File: src/design/vte_pkg.sv
// Shared types and constants for the visited position table with expiry.
package vte_pkg;

    localparam int DATA_W = 32;
    localparam int DT_W   = 24;
    localparam int CMD_W  = 2;

    // Expiry limit after reset: 50.0 in Q16.16.
    localparam logic [DATA_W-1:0] LIMIT_RESET = 32'd3276800;

    typedef enum logic [CMD_W-1:0] {
        CMD_TICK  = 2'd0,
        CMD_MARK  = 2'd1,
        CMD_CHECK = 2'd2,
        CMD_RESET = 2'd3
    } t_cmd;

    typedef enum logic [1:0] {
        S_IDLE,
        S_TIME,
        S_SCAN,
        S_DONE
    } t_state;

    typedef enum logic {
        ALU_ADD,
        ALU_MATCH
    } t_alu_op;

    // Operands of the shared unit: ADD forms sat(a + b) and compares it against c,
    // MATCH compares the pair (a, b) against the pair (c, d).
    typedef struct packed {
        t_alu_op           op;
        logic [DATA_W-1:0] a;
        logic [DATA_W-1:0] b;
        logic [DATA_W-1:0] c;
        logic [DATA_W-1:0] d;
    } t_alu_req;

    typedef struct packed {
        logic [DATA_W-1:0] sum;
        logic              flag;
    } t_alu_rsp;

    typedef struct packed {
        logic [DATA_W-1:0] x;
        logic [DATA_W-1:0] y;
        logic              visited;
        logic [DATA_W-1:0] age;
    } t_entry;

endpackage

File: src/design/vte_if.sv
// Request and response channel interfaces of the visited position table.
interface vte_req_if import vte_pkg::*; ();
    logic                     valid;
    logic                     ready;
    logic [CMD_W-1:0]         command;
    logic signed [DATA_W-1:0] pos_x;
    logic signed [DATA_W-1:0] pos_y;
    logic [DT_W-1:0]          delta_time;

    modport source (output valid, output command, output pos_x, output pos_y,
                    output delta_time, input ready);
    modport sink   (input valid, input command, input pos_x, input pos_y,
                    input delta_time, output ready);
endinterface

interface vte_rsp_if import vte_pkg::*; ();
    logic              valid;
    logic              ready;
    logic              was_visited;
    logic              table_full;
    logic [DATA_W-1:0] elapsed_value;

    modport source (output valid, output was_visited, output table_full,
                    output elapsed_value, input ready);
    modport sink   (input valid, input was_visited, input table_full,
                    input elapsed_value, output ready);
endinterface

File: src/design/visited_table_with_expiry_core.sv
// Top level of the visited position table with expiry.
// A tick updates the timer and then scans every entry in use; mark and check stop at the
// first matching entry or else scan every entry in use, and a timer reset goes straight
// to the result. One request at a time; the scan reads one entry per cycle through the
// shared add/compare unit.
// Reset is synchronous: it empties the table, clears the timer and the response valid flag, and restores the limit.
module visited_table_with_expiry_core import vte_pkg::*; #(
    parameter int TABLE_DEPTH = 16
) (
    input  logic              i_clk,
    input  logic              i_rst_n,
    input  logic              i_cfg_wr_en,
    input  logic [DATA_W-1:0] i_cfg_wr_data,
    vte_req_if.sink           i_req,
    vte_rsp_if.source         o_rsp
);

    localparam int IDX_W = (TABLE_DEPTH > 1) ? $clog2(TABLE_DEPTH) : 1;
    localparam int CNT_W = $clog2(TABLE_DEPTH + 1);
    localparam logic [CNT_W-1:0] FILL_MAX = CNT_W'(TABLE_DEPTH);

    t_state            r_state, n_state;
    logic [DATA_W-1:0] r_limit;
    logic [DATA_W-1:0] r_elapsed, n_elapsed;
    t_cmd              r_cmd;
    logic [DATA_W-1:0] r_x, r_y;
    logic [DT_W-1:0]   r_dt;
    logic [CNT_W-1:0]  r_idx, n_idx;
    logic [CNT_W-1:0]  r_fill, n_fill;
    logic [IDX_W-1:0]  r_pidx, n_pidx;
    logic              r_pend, n_pend;
    logic              r_res_vis, n_res_vis;
    logic              r_res_full, n_res_full;
    logic              r_out_valid, n_out_valid;
    logic              r_out_vis, n_out_vis;
    logic              r_out_full, n_out_full;
    logic [DATA_W-1:0] r_out_elapsed, n_out_elapsed;

    t_cmd              w_req_cmd;
    logic              w_accept;
    logic              w_out_free;
    logic              w_lookup;
    logic              w_issue;
    logic              w_hit;
    logic              w_scan_end;
    t_alu_req          w_alu_req;
    t_alu_rsp          w_alu_rsp;
    logic              w_rd_en;
    logic [IDX_W-1:0]  w_rd_addr;
    t_entry            w_rd_data;
    logic              w_wr_en;
    logic [IDX_W-1:0]  w_wr_addr;
    t_entry            w_wr_data;

    // Handshake and scan status.
    assign w_req_cmd   = t_cmd'(i_req.command);
    assign i_req.ready = (r_state == S_IDLE);
    assign w_accept    = i_req.valid && i_req.ready;
    assign w_out_free  = !r_out_valid || o_rsp.ready;
    assign w_lookup    = (r_cmd == CMD_MARK) || (r_cmd == CMD_CHECK);
    assign w_issue     = (r_state == S_SCAN) && (r_idx != r_fill);
    assign w_hit       = (r_state == S_SCAN) && r_pend && w_lookup && w_alu_rsp.flag;
    assign w_scan_end  = (r_state == S_SCAN) && (w_hit || (!r_pend && (r_idx == r_fill)));

    assign o_rsp.valid         = r_out_valid;
    assign o_rsp.was_visited   = r_out_vis;
    assign o_rsp.table_full    = r_out_full;
    assign o_rsp.elapsed_value = r_out_elapsed;

    vte_alu u_alu (
        .i_req (w_alu_req),
        .o_rsp (w_alu_rsp)
    );

    vte_store #(
        .DEPTH (TABLE_DEPTH),
        .IDX_W (IDX_W)
    ) u_store (
        .i_clk     (i_clk),
        .i_rd_en   (w_rd_en),
        .i_rd_addr (w_rd_addr),
        .o_rd_data (w_rd_data),
        .i_wr_en   (w_wr_en),
        .i_wr_addr (w_wr_addr),
        .i_wr_data (w_wr_data)
    );

    // Next state.
    always_comb begin
        n_state = r_state;
        unique case (r_state)
            S_IDLE: begin
                if (w_accept) begin
                    unique case (w_req_cmd) inside
                        CMD_TICK:             n_state = S_TIME;
                        CMD_MARK, CMD_CHECK:  n_state = S_SCAN;
                        default:              n_state = S_DONE;
                    endcase
                end
            end
            S_TIME: n_state = S_SCAN;
            S_SCAN: begin
                if (w_scan_end) begin
                    n_state = S_DONE;
                end
            end
            S_DONE: begin
                if (w_out_free) begin
                    n_state = S_IDLE;
                end
            end
            default: n_state = S_IDLE;
        endcase
    end

    // Sequencer outputs: shared unit operands, memory access and register updates.
    always_comb begin
        n_elapsed     = r_elapsed;
        n_idx         = r_idx;
        n_fill        = r_fill;
        n_pidx        = r_pidx;
        n_pend        = r_pend;
        n_res_vis     = r_res_vis;
        n_res_full    = r_res_full;
        n_out_valid   = r_out_valid && !o_rsp.ready;
        n_out_vis     = r_out_vis;
        n_out_full    = r_out_full;
        n_out_elapsed = r_out_elapsed;
        w_rd_en       = 1'b0;
        w_rd_addr     = r_idx[IDX_W-1:0];
        w_wr_en       = 1'b0;
        w_wr_addr     = r_pidx;
        w_wr_data     = w_rd_data;

        // Ticks add time to the entry age, lookups compare the stored position.
        w_alu_req.op = (w_lookup && (r_state == S_SCAN)) ? ALU_MATCH : ALU_ADD;
        w_alu_req.a  = (r_state == S_SCAN) ? (w_lookup ? w_rd_data.x : w_rd_data.age)
                                           : r_elapsed;
        w_alu_req.b  = (w_lookup && (r_state == S_SCAN)) ? w_rd_data.y : DATA_W'(r_dt);
        w_alu_req.c  = (r_state == S_SCAN && w_lookup) ? r_x : r_limit;
        w_alu_req.d  = r_y;

        unique case (r_state)
            S_IDLE: begin
                if (w_accept) begin
                    n_idx      = '0;
                    n_pend     = 1'b0;
                    n_res_vis  = 1'b0;
                    n_res_full = 1'b0;
                    if (w_req_cmd == CMD_RESET) begin
                        n_elapsed = '0;
                    end
                end
            end
            S_TIME: begin
                n_elapsed = w_alu_rsp.sum;
            end
            S_SCAN: begin
                w_rd_en = w_issue;
                n_idx   = w_issue ? (r_idx + 1'b1) : r_idx;
                n_pend  = w_issue && !w_scan_end;
                n_pidx  = r_idx[IDX_W-1:0];
                if (!w_lookup) begin
                    // Age a visited entry; past the limit it loses its mark.
                    if (r_pend && w_rd_data.visited) begin
                        w_wr_en           = 1'b1;
                        w_wr_data.visited = !w_alu_rsp.flag;
                        w_wr_data.age     = w_alu_rsp.flag ? '0 : w_alu_rsp.sum;
                    end
                end else if (w_hit) begin
                    if (r_cmd == CMD_MARK) begin
                        w_wr_en           = 1'b1;
                        w_wr_data.visited = 1'b1;
                    end else begin
                        n_res_vis = w_rd_data.visited;
                    end
                end else if (w_scan_end && (r_cmd == CMD_CHECK)) begin
                    // Miss: insert at the lowest free entry, or report a full table.
                    if (r_fill != FILL_MAX) begin
                        w_wr_en           = 1'b1;
                        w_wr_addr         = r_fill[IDX_W-1:0];
                        w_wr_data.x       = r_x;
                        w_wr_data.y       = r_y;
                        w_wr_data.visited = 1'b0;
                        w_wr_data.age     = '0;
                        n_fill            = r_fill + 1'b1;
                    end else begin
                        n_res_full = 1'b1;
                    end
                end
            end
            S_DONE: begin
                if (w_out_free) begin
                    n_out_valid   = 1'b1;
                    n_out_vis     = r_res_vis;
                    n_out_full    = r_res_full;
                    n_out_elapsed = r_elapsed;
                end
            end
            default: begin
                n_pend = 1'b0;
            end
        endcase
    end

    // Control registers.
    always_ff @(posedge i_clk) begin
        if (!i_rst_n) begin
            r_state     <= S_IDLE;
            r_limit     <= LIMIT_RESET;
            r_elapsed   <= '0;
            r_fill      <= '0;
            r_idx       <= '0;
            r_pend      <= 1'b0;
            r_out_valid <= 1'b0;
        end else begin
            r_state     <= n_state;
            r_elapsed   <= n_elapsed;
            r_fill      <= n_fill;
            r_idx       <= n_idx;
            r_pend      <= n_pend;
            r_out_valid <= n_out_valid;
            if (i_cfg_wr_en) begin
                r_limit <= i_cfg_wr_data;
            end
        end
    end

    // Payload registers.
    always_ff @(posedge i_clk) begin
        if (w_accept) begin
            r_cmd <= w_req_cmd;
            r_x   <= i_req.pos_x;
            r_y   <= i_req.pos_y;
            r_dt  <= i_req.delta_time;
        end
        r_pidx        <= n_pidx;
        r_res_vis     <= n_res_vis;
        r_res_full    <= n_res_full;
        r_out_vis     <= n_out_vis;
        r_out_full    <= n_out_full;
        r_out_elapsed <= n_out_elapsed;
    end

endmodule

File: src/design/vte_alu.sv
// Shared saturating adder with limit compare and position match compare.
module vte_alu import vte_pkg::*; (
    input  t_alu_req i_req,
    output t_alu_rsp o_rsp
);

    logic [DATA_W:0]   w_sum;
    logic [DATA_W-1:0] w_sat;

    // Full-width sum, clamped to all ones on carry out.
    assign w_sum = {1'b0, i_req.a} + {1'b0, i_req.b};
    assign w_sat = w_sum[DATA_W] ? {DATA_W{1'b1}} : w_sum[DATA_W-1:0];

    // The flag is the expiry test for adds and the hit test for matches.
    always_comb begin
        o_rsp.sum = w_sat;
        unique case (i_req.op)
            ALU_ADD:   o_rsp.flag = (w_sat > i_req.c);
            ALU_MATCH: o_rsp.flag = (i_req.a == i_req.c) && (i_req.b == i_req.d);
            default:   o_rsp.flag = 1'b0;
        endcase
    end

endmodule

File: src/design/vte_store.sv
// Entry memory: one write port and one registered read port.
module vte_store import vte_pkg::*; #(
    parameter int DEPTH = 16,
    parameter int IDX_W = 4
) (
    input  logic             i_clk,
    input  logic             i_rd_en,
    input  logic [IDX_W-1:0] i_rd_addr,
    output t_entry           o_rd_data,
    input  logic             i_wr_en,
    input  logic [IDX_W-1:0] i_wr_addr,
    input  t_entry           i_wr_data
);

    t_entry r_mem [DEPTH];
    t_entry r_rd_data;

    // Write port.
    always_ff @(posedge i_clk) begin
        if (i_wr_en) begin
            r_mem[i_wr_addr] <= i_wr_data;
        end
    end

    // Read port with registered data.
    always_ff @(posedge i_clk) begin
        if (i_rd_en) begin
            r_rd_data <= r_mem[i_rd_addr];
        end
    end

    assign o_rd_data = r_rd_data;

endmodule

File: src/flat_wrapper.sv
// flat-port wrapper written by rule: the top's interface ports become plain ports
module visited_table_with_expiry_core_flat import vte_pkg::*;
#(
    parameter int TABLE_DEPTH = 16
)
  (i_clk, i_rst_n, i_cfg_wr_en, i_cfg_wr_data, i_req_valid, i_req_command, i_req_pos_x, i_req_pos_y, i_req_delta_time, i_req_ready, o_rsp_valid, o_rsp_was_visited, o_rsp_table_full, o_rsp_elapsed_value, o_rsp_ready);
  vte_req_if i_req_i ();
  vte_rsp_if o_rsp_i ();
  input  logic i_clk;
  input  logic i_rst_n;
  input  logic i_cfg_wr_en;
  input  logic [DATA_W-1:0] i_cfg_wr_data;
  input wire logic [$bits(i_req_i.valid)-1:0] i_req_valid;
  input wire logic [$bits(i_req_i.command)-1:0] i_req_command;
  input wire logic [$bits(i_req_i.pos_x)-1:0] i_req_pos_x;
  input wire logic [$bits(i_req_i.pos_y)-1:0] i_req_pos_y;
  input wire logic [$bits(i_req_i.delta_time)-1:0] i_req_delta_time;
  output wire logic [$bits(i_req_i.ready)-1:0] i_req_ready;
  output wire logic [$bits(o_rsp_i.valid)-1:0] o_rsp_valid;
  output wire logic [$bits(o_rsp_i.was_visited)-1:0] o_rsp_was_visited;
  output wire logic [$bits(o_rsp_i.table_full)-1:0] o_rsp_table_full;
  output wire logic [$bits(o_rsp_i.elapsed_value)-1:0] o_rsp_elapsed_value;
  input wire logic [$bits(o_rsp_i.ready)-1:0] o_rsp_ready;
  assign i_req_i.valid = i_req_valid;
  assign i_req_i.command = i_req_command;
  assign i_req_i.pos_x = i_req_pos_x;
  assign i_req_i.pos_y = i_req_pos_y;
  assign i_req_i.delta_time = i_req_delta_time;
  assign i_req_ready = i_req_i.ready;
  assign o_rsp_valid = o_rsp_i.valid;
  assign o_rsp_was_visited = o_rsp_i.was_visited;
  assign o_rsp_table_full = o_rsp_i.table_full;
  assign o_rsp_elapsed_value = o_rsp_i.elapsed_value;
  assign o_rsp_i.ready = o_rsp_ready;
  visited_table_with_expiry_core #(.TABLE_DEPTH(TABLE_DEPTH)) u_core (.i_clk(i_clk), .i_rst_n(i_rst_n), .i_cfg_wr_en(i_cfg_wr_en), .i_cfg_wr_data(i_cfg_wr_data), .i_req(i_req_i), .o_rsp(o_rsp_i));
endmodule
File: config.mk
export PLATFORM = sky130hd
export DESIGN_NAME = visited_table_with_expiry_core_flat
export DESIGN_NICKNAME = d
export VERILOG_FILES = /design/src/design/vte_pkg.sv /design/src/design/vte_if.sv /design/src/design/visited_table_with_expiry_core.sv /design/src/design/vte_alu.sv /design/src/design/vte_store.sv /design/src/flat_wrapper.sv
export SDC_FILE = /design/constraint.sdc
export NUM_CORES = 2
export LEC_CHECK = 0
export ABC_AREA = 1
export BUFFER_PORTS_ARGS = -buffer_cell sky130_fd_sc_hd__buf_4
export CAP_MARGIN = 20
export CORE_AREA = 2 2 465 375
export CTS_CLUSTER_DIAMETER = 120
export DETAILED_ROUTE_END_ITERATION = 16
export DIE_AREA = 0 0 467 377
export PLACE_DENSITY_LB_ADDON = 0.15
export SYNTH_ARGS = -nofsm -noshare
export SYNTH_HDL_FRONTEND = slang
export SYNTH_SLANG_ARGS = --single-unit
File: constraint.sdc
create_clock -name i_clk -period 10.4 [get_ports i_clk]
set_clock_uncertainty 0.2 [all_clocks]
set_input_delay 0 -clock i_clk [delete_from_list [all_inputs] [get_ports i_clk]]
set_output_delay 0 -clock i_clk [all_outputs]
set_load 0.1 [all_outputs]
**After elaboration in Yosys (flattened, before gate mapping)**

Memory sizes are Yosys's and may differ from the RTL's. A register that Yosys moved wholly into a read port is not among the register bits.
Index checks and enable logic that the tools add are counted.

- Output and inout bits: 36
- Logic and storage cells: 139
- Register bits: 208
- Bits of input ports: 127
- Memories: 1
- Memory bits (writable): 1552

- Bitwise logic cells: 2
- Reduce and logical (&&, ||, !) cells: 34
- Eq/ne operators: 24
- Order comparisons: 1
- Multiplexer cells: 57
- Add/subtract/negate cells: 3

Memories:

| name | words | bits a word | rd ports | clocked after Yosys merged registers in | wr ports | RTL line | text |
|---|---|---|---|---|---|---|---|
| u_core.u_store.r_mem | 16 | 97 | 1 | 1 | 1 | vte_store.sv:15 | `t_entry r_mem [DEPTH];` |

Operators by type and width:

| kind | number |
|---|---|
| 2-to-1 mux 97 bit | 3 |
| 2-to-1 mux 32 bit | 9 |
| 2-to-1 mux 64 bit | 2 |
| 2-to-1 mux 33 bit | 2 |
| == test 32 bit | 2 |
| case mux 32 bit (2 select lines) | 1 |
| adder 32 x 32 -> 33 bit | 1 |
| greater-than comparator 32 bit | 1 |
| 2-to-1 mux 1 bit | 23 |
| 2-to-1 mux 4 bit | 5 |
| logical AND 1 bit | 13 |
| inequality test 2 bit, second input constant | 6 |
| adder 5 x 1 -> 5 bit, second input constant | 2 |
| == test 2 bit, second input constant | 5 |
| 2-to-1 mux 5 bit | 2 |
| inequality test 2 x 1 -> 1 bit, second input constant | 5 |
| case mux 5 bit (2 select lines) | 1 |
| AND reduction 5 bit | 2 |
| AND reduction 3 bit | 3 |
| case mux 1 bit (2 select lines) | 4 |
| case mux 2 bit (4 select lines) | 1 |
| == test 2 x 1 -> 1 bit, second input constant | 3 |
| 2-to-1 mux 2 bit | 3 |
| AND reduction 6 bit | 1 |
| other kinds (11) | 21 |

**Logic depth before layout (Yosys ltp)**

- Depth in word-level cells: 18
- Mapped depth: 38

**Hierarchy**

From an unflattened synthesis, not the netlist that was laid out.

- Cell total of the unflattened synthesis: 8492
- Area total of the unflattened synthesis: 83520.1 um^2

Modules (own cells, without submodules):

| module | area an instance (um^2) | cells an instance | instances |
|---|---|---|---|
| vte_store | 69003.7 | 6366 | 1 |
| visited_table_with_expiry_core | 10017.1 | 1211 | 1 |
| vte_alu | 4499.3 | 915 | 1 |

**Worst setup path before layout**

No wires, ideal clock.

- Path kind: reg-to-reg
- From: reg u_core.r_cmd[0]
- To: mem u_core.u_store.r_mem[11][0] in the netlist's numbering (enable)
- Data required time: 9529 ps
- Arrival time: 9141 ps
- Buffers on the path: 3
- Setup slack: 388 ps
- Stages on the path, launching flop included: 14
- Cell sequence: edfxtp_1 > inv_1 > ha_1 > inv_2 > nand2_2 > buf_2 > buf_2 > or4_1 > clkbuf_1 > nor2_1 > nand2_1 > o21ai_0 > nand2_1 > nor3_1

- Cells in the longest elaborated chain, start to end: 18
- Elaborated cells on any way between the ends: 33
- Classes of those cells: add/sub (1); order compare (1); eq/ne (4); mux (18); bitwise (1); reduce/logical (8)

RTL lines:

| item | RTL line | text |
|---|---|---|
| start: declaration | visited_table_with_expiry_core.sv:25 | `t_cmd r_cmd;` |
| start signal: assignment | visited_table_with_expiry_core.sv:232 | `r_cmd <= w_req_cmd;` |
| == test 2 x 1 -> 1 bit / == test 2 bit (equally long branches) | visited_table_with_expiry_core.sv:60, visited_table_with_expiry_core.sv:171, visited_table_with_expiry_core.sv:177 |  |
| logical OR 1 bit | visited_table_with_expiry_core.sv:60 | `assign w_lookup = (r_cmd == CMD_MARK) \|\| (r_cmd == CMD_CHECK);` |
| 2-to-1 mux 32 bit / logical AND 1 bit (equally long branches) | n/a |  |
| 2-to-1 mux 32 bit (on tied branches) | visited_table_with_expiry_core.sv:137, visited_table_with_expiry_core.sv:139 |  |
| adder 32 x 32 -> 33 bit | vte_alu.sv:11 | `assign w_sum = {1'b0, i_req.a} + {1'b0, i_req.b};` |
| 2-to-1 mux 32 bit | vte_alu.sv:12 | `assign w_sat = w_sum[DATA_W] ? {DATA_W{1'b1}} : w_sum[DATA_W-1:0];` |
| greater-than comparator 32 bit | vte_alu.sv:18 | `ALU_ADD: o_rsp.flag = (w_sat > i_req.c);` |
| case mux 1 bit (2 select lines) | vte_alu.sv:17 | `unique case (i_req.op)` |
| (+2 left out) | n/a |  |
| logical AND 1 bit | visited_table_with_expiry_core.sv:63 | `assign w_scan_end = (r_state == S_SCAN) && (w_hit \|\| (!r_pend && (r_idx == r_fill)));` |
| logical AND 1 bit | visited_table_with_expiry_core.sv:177 | `end else if (w_scan_end && (r_cmd == CMD_CHECK)) begin` |
| 2-to-1 mux 1 bit | visited_table_with_expiry_core.sv:177 |  |
| 2-to-1 mux 1 bit | visited_table_with_expiry_core.sv:170 | `end else if (w_hit) begin` |
| 2-to-1 mux 1 bit | visited_table_with_expiry_core.sv:163 | `if (!w_lookup) begin` |
| 2-to-1 mux 1 bit | visited_table_with_expiry_core.sv:143 | `unique case (r_state)` |
| 2-to-1 mux 1 bit | vte_store.sv:20 | `if (i_wr_en) begin` |
| 2-to-1 mux 1 bit (not written as such) | vte_store.sv:21 | `r_mem[i_wr_addr] <= i_wr_data;` |
| end: declaration | vte_store.sv:15 |  |

Parallel ways exist; a longest one is shown, timed or not.

==> results.md <==
Place:
- The placed instance count is 8654.
- The global placement routability congestion is 1.03.
- Detailed placement finished with a half-perimeter wire length of 156000 um.
- Input and output buffers added on the ports amount to 162.

Critical path:
- The startpoint of the lowest-slack register-to-register path is u_core.r_state[0].
- The critical path in this run is classified as flip-flop to flip-flop.
- The depth of the worst register-to-register path is 30.
- Data arrives at the worst endpoint at 8.84 ns.
- Along the worst path, the maximum fanout reaches 39.
- The critical path contains buffers and inverters numbering 5 combined.
- The startpoint kind of the worst setup timing path is a flip-flop.
- The worst stage delay on the critical path is 0.76 ns.
- For flop-to-flop paths, the worst setup slack is 1.83 ns.
- The endpoint of the most critical register-to-register path is u_core.u_store.r_mem[12][11].
- The highest-delay cell along the critical path is a21oi_2.
- Broken down by cell family, the worst path's largest delay share belongs to simple AND/OR/NAND/NOR gates.
- At the worst endpoint, the required time is 10.67 ns.
- The worst setup path is captured at a flip-flop.
- The most prevalent standard cell on the critical path is nand2_1.

Synthesis:
- After synthesis, the share of flip-flops with an asynchronous set or reset is 0%.
- The summed instance area of the synthesized netlist is 76800 sq um.
- Averaged over all synthesized cells, the footprint is 11.9 sq um.
- Counting distinct cell types in the post-synthesis netlist gives 47.
- The post-synthesis instance total is 6479.
- The synthesized flop and latch total is 1857.
- The number of nets in the synthesized netlist is 6682.
- The post-synthesis simple-gate area fraction is 12.0%.
- The share of the synthesized netlist area taken by xor and xnor gates is 0.262%.
- The portion of netlist area occupied by mux cells is 0%.
- The area share of fa/ha/maj cells after synthesis is 1.25%.
- The Yosys warning count is 0.
- The most used flip-flop cell after synthesis is edfxtp_1.
- By area, the combinational part of the netlist is dominated by simple AND/OR/NAND/NOR gates.
- The complex-gate fraction of the synthesized area is 11.6%.
- The sequential fraction of the synthesis area is 71.6%.
- The number of synthesized flops with an enable pin is 1779.

Floorplan:
- In this run the count of I/O pins placed on the die edge is 163.
- The floorplan has 136 rows.
- In this run the vertical extent of the chip is 377 um.
- The area of the core region is 171000 sq um.
- The initial core utilization is 44.9%.
- The die covers 176000 sq um.
- The width of the chip is 467 um.

Clock tree:
- The total number of clock tree sinks is 1857.
- The longest clock path from root to sink contains 3 buffers.
- Clock latency on the worst-skew pair, taken at its later pin, is 0.84 ns.
- The clock buffer count from CTS is 181.
- The clock transition time at the flip-flop clock pins of the worst setup and hold paths is 0.07 ns.
- The H-tree was split into 4 levels.
- The number of setup buffers added after CTS is 0.
- The clock tree from TritonCTS is done.
- The cell sitting at the root of the clock tree is a clkbuf_16.
- The quantity of gates resized following cts is 0.

Power and ir drop:
- The combinational share of power is 23.0%.
- The analysis attributes to cell leakage a power of 31.3 nW.
- Net switching is 32.4% of the power.
- The clock network burns 32.7% of the power.
- The part of the total power dissipated in sequential elements is 44.4%.
- The worst-case IR drop observed on VDD is 199 uV.
- The cell area power density is 223 nW/um^2.
- For this design the total switching power over the nets is 6.47 mW.
- The internal portion of the total power is 13.5 mW.
- The total design power is 20.0 mW.

Final layout:
- The share of cells above drive strength 1 is 9.22%.
- At the end of the flow, the number of nets in the layout was 7077.
- Compared with the post-synthesis result, the final layout area differs by 16.8%.
- Excluding fillers, the count of instances in the completed layout stands at 9305.

Worst hold path:
- Counting instances, the worst hold path has a depth of 4.
- The worst hold path begins at i_rst_n.
- The path with the worst hold slack has its endpoint at u_core.r_idx[3].
- The worst hold-check path type is primary input to flip-flop.

STA:
- Adding up every negative setup slack in the final design gives 0 ns.
- The clock period could shrink to 8.57 ns.
- Static timing analysis puts the maximum clock frequency at 117 MHz.
- In the finished design, the share of the clock period the worst path needs comes to 82.4%.
- Headroom to the max-slew limit came out at 17.3%.
- The final hold violation count is 0.
- At the pin with the least slew margin, the transition time is 1.23 ns.
- Setup repair after global routing left no endpoint under its margin.
- Setup violations remaining at the end of the flow were counted as 0.
- The final count of pins violating max slew is 0.

Detailed routing:
- The detailed-routing iteration count for the pre-antenna-repair pass is 6.
- The residual antenna-violating net count after detailed routing is 0.
- The via count is 55200.
- In the routed design, unresolved DRC markers number 0.
- The number of vias per cell after detailed routing is 5.93.
- The routed wirelength normalized by instance count is 29.1 um.
- For this block, the routed nets add up to 271000 um of wire.
- The violation count after the first detailed-route iteration is 8242.

Global routing:
- The total overflow left after global routing is 0.
- The initial antenna violation count is 14.
- The via count of the first global-routing pass came to 50600.
- The first global-routing pass estimated 381000 um of wire.
- The global routing usage summed across all routing layers is 30.2%.
- Entering global routing, the biggest net connects 200 pins.

Status:
- The flow ran to the end, and the final reports show no timing, DRC or antenna violations.

Job:
- The max-capacitance violation count is 0.
## worst reg2reg max path: cells and delay by family, from the launching register on
family	cells	cell delay [ns]
AO/OA/AOI/OAI	6	2.27
adder cells (fa/ha/maj)	3	1.16
buffers and inverters	5	1.35
flip-flops	1	0.34
AND/OR/NAND/NOR	16	2.90
## cells in the final DEF, fill, tap and decap left out, drive strengths merged, types with 78 or more instances in the layout
| cell | count |
|---|---|
| o21ai | 969 |
| edfxtp | 1779 |
| o22ai | 229 |
| dlygate4sd3 | 291 |
| clkbuf | 226 |
| nor2 | 1015 |
| inv | 266 |
| o221ai | 160 |
| nand3 | 296 |
| a21oi | 147 |
| nand2 | 910 |
| buf | 313 |
| dfxtp | 78 |
| clkinv | 87 |
## synth_stat cells, types with 4 or more instances
cell type	n	area share [%]
a31oi_1	7	0.057
inv_2	5	0.024
clkbuf_1	325	1.6
o21ai_1	23	0.15
inv_1	254	1.2
nor4_1	4	0.033
nand2_1	907	4.4
o21ai_0	944	6.1
nand4_1	21	0.17
buf_1	26	0.13
dfxtp_1	78	2.0
o22ai_1	229	1.9
o221ai_1	160	1.8
buf_2	36	0.23
nand3b_1	9	0.088
buf_6	5	0.073
xnor2_1	11	0.13
or2_2	26	0.21
o21bai_1	4	0.039
a21oi_1	147	0.96
o211ai_1	38	0.37
nor3_1	14	0.091
xor2_1	12	0.14
nor2_1	1013	4.9
a31o_2	4	0.046
ha_1	75	1.2
nand3_1	295	1.9
edfxtp_1	1779	70
## sequential cells by signal, indices dropped and copies added (netlist names), 2 cells and up
name,count
u_core.o_rsp.elapsed_value,32
u_core.r_cmd,2
u_core.r_dt,24
u_core.r_elapsed,32
u_core.r_fill,5
u_core.r_idx,5
u_core.r_limit,32
u_core.r_pidx,4
u_core.r_state,2
u_core.r_x,32
u_core.r_y,32
u_core.u_store.o_rd_data,97
u_core.u_store.r_mem,1552
## area by class of cell
cell class | count | area [sq um]
Fill cell | 14600 | 81200
Clock inverter | 112 | 1050
Multi-Input combinational cell | 3969 | 19500
Clock buffer | 224 | 4770
Timing Repair Buffer | 606 | 5610
Sequential cell | 1857 | 55000
Inverter | 259 | 1000
Tap cell | 2277 | 2850
Antenna cell | 1 | 2.50
## power groups by stage
stage / combinational (mW) / clock [mW] / sequential [mW]
after CTS: 4.43 / 6.61 / 8.86
after detailed placement: 4.32 / 0 / 9.02
after floorplan: 2.39 / 0 / 9.07
final: 4.59 / 6.53 / 8.86
after global placement: 4.36 / 0 / 9.02
after global routing: 4.89 / 6.89 / 8.86
## how the worst max path moves through the flow
| stage | start | to | slack [ns] | depth (start not counted) |
|---|---|---|---|---|
| after floorplan | u_core.r_cmd[0] | u_core.u_store.r_mem[11][0] | 0.39 | 13 |
| after detailed placement | u_core.r_cmd[0] | u_core.u_store.r_mem[2][11] | 2.08 | 30 |
| after CTS | u_core.r_cmd[1] | u_core.u_store.r_mem[12][11] | 2.05 | 29 |
| final | u_core.r_state[0] | u_core.u_store.r_mem[12][11] | 1.83 | 30 |
| after global placement | u_core.r_cmd[0] | u_core.u_store.r_mem[12][31] | 2.18 | 30 |
| after global routing | u_core.r_cmd[0] | u_core.u_store.r_mem[14][11] | 1.22 | 30 |
## cells by family after synthesis
family / after synthesis
buf+inv: 653
compound gates: 1568
xor+xnor: 23
simple gates: 2302
flops: 1857
fa+ha+maj: 76
## metrics by stage
stage	instance area (sq um)	hold slack [ns]	util (%)	setup WS [ns]
after floorplan	76800	-0.101	-	0.388
after global placement	80700	-0.0219	47.2	2.18
after detailed placement	80800	-0.0207	47.2	2.08
after CTS	89500	0.0427	52.4	2.05
after global routing	89800	0.0972	52.5	1.22
final	89800	0.114	52.5	1.83
## layer usage
metal	wire, um	vias to the layer above	track usage [%]
met4	5840	6	6.98
met3	25500	355	4.84
met1	124000	27600	47.5
met2	116000	2910	43.7
li1	-	24300	-
met5	35	-	0
## what timing repair did
| item | in CTS | in global routing |
|---|---|---|
| hold buffers | 291 | 0 |
| endpoints found under the hold margin | 234 | 0 |
| setup endpoints to repair | 0 | 0 |
Power figures use the tool's default switching activity.
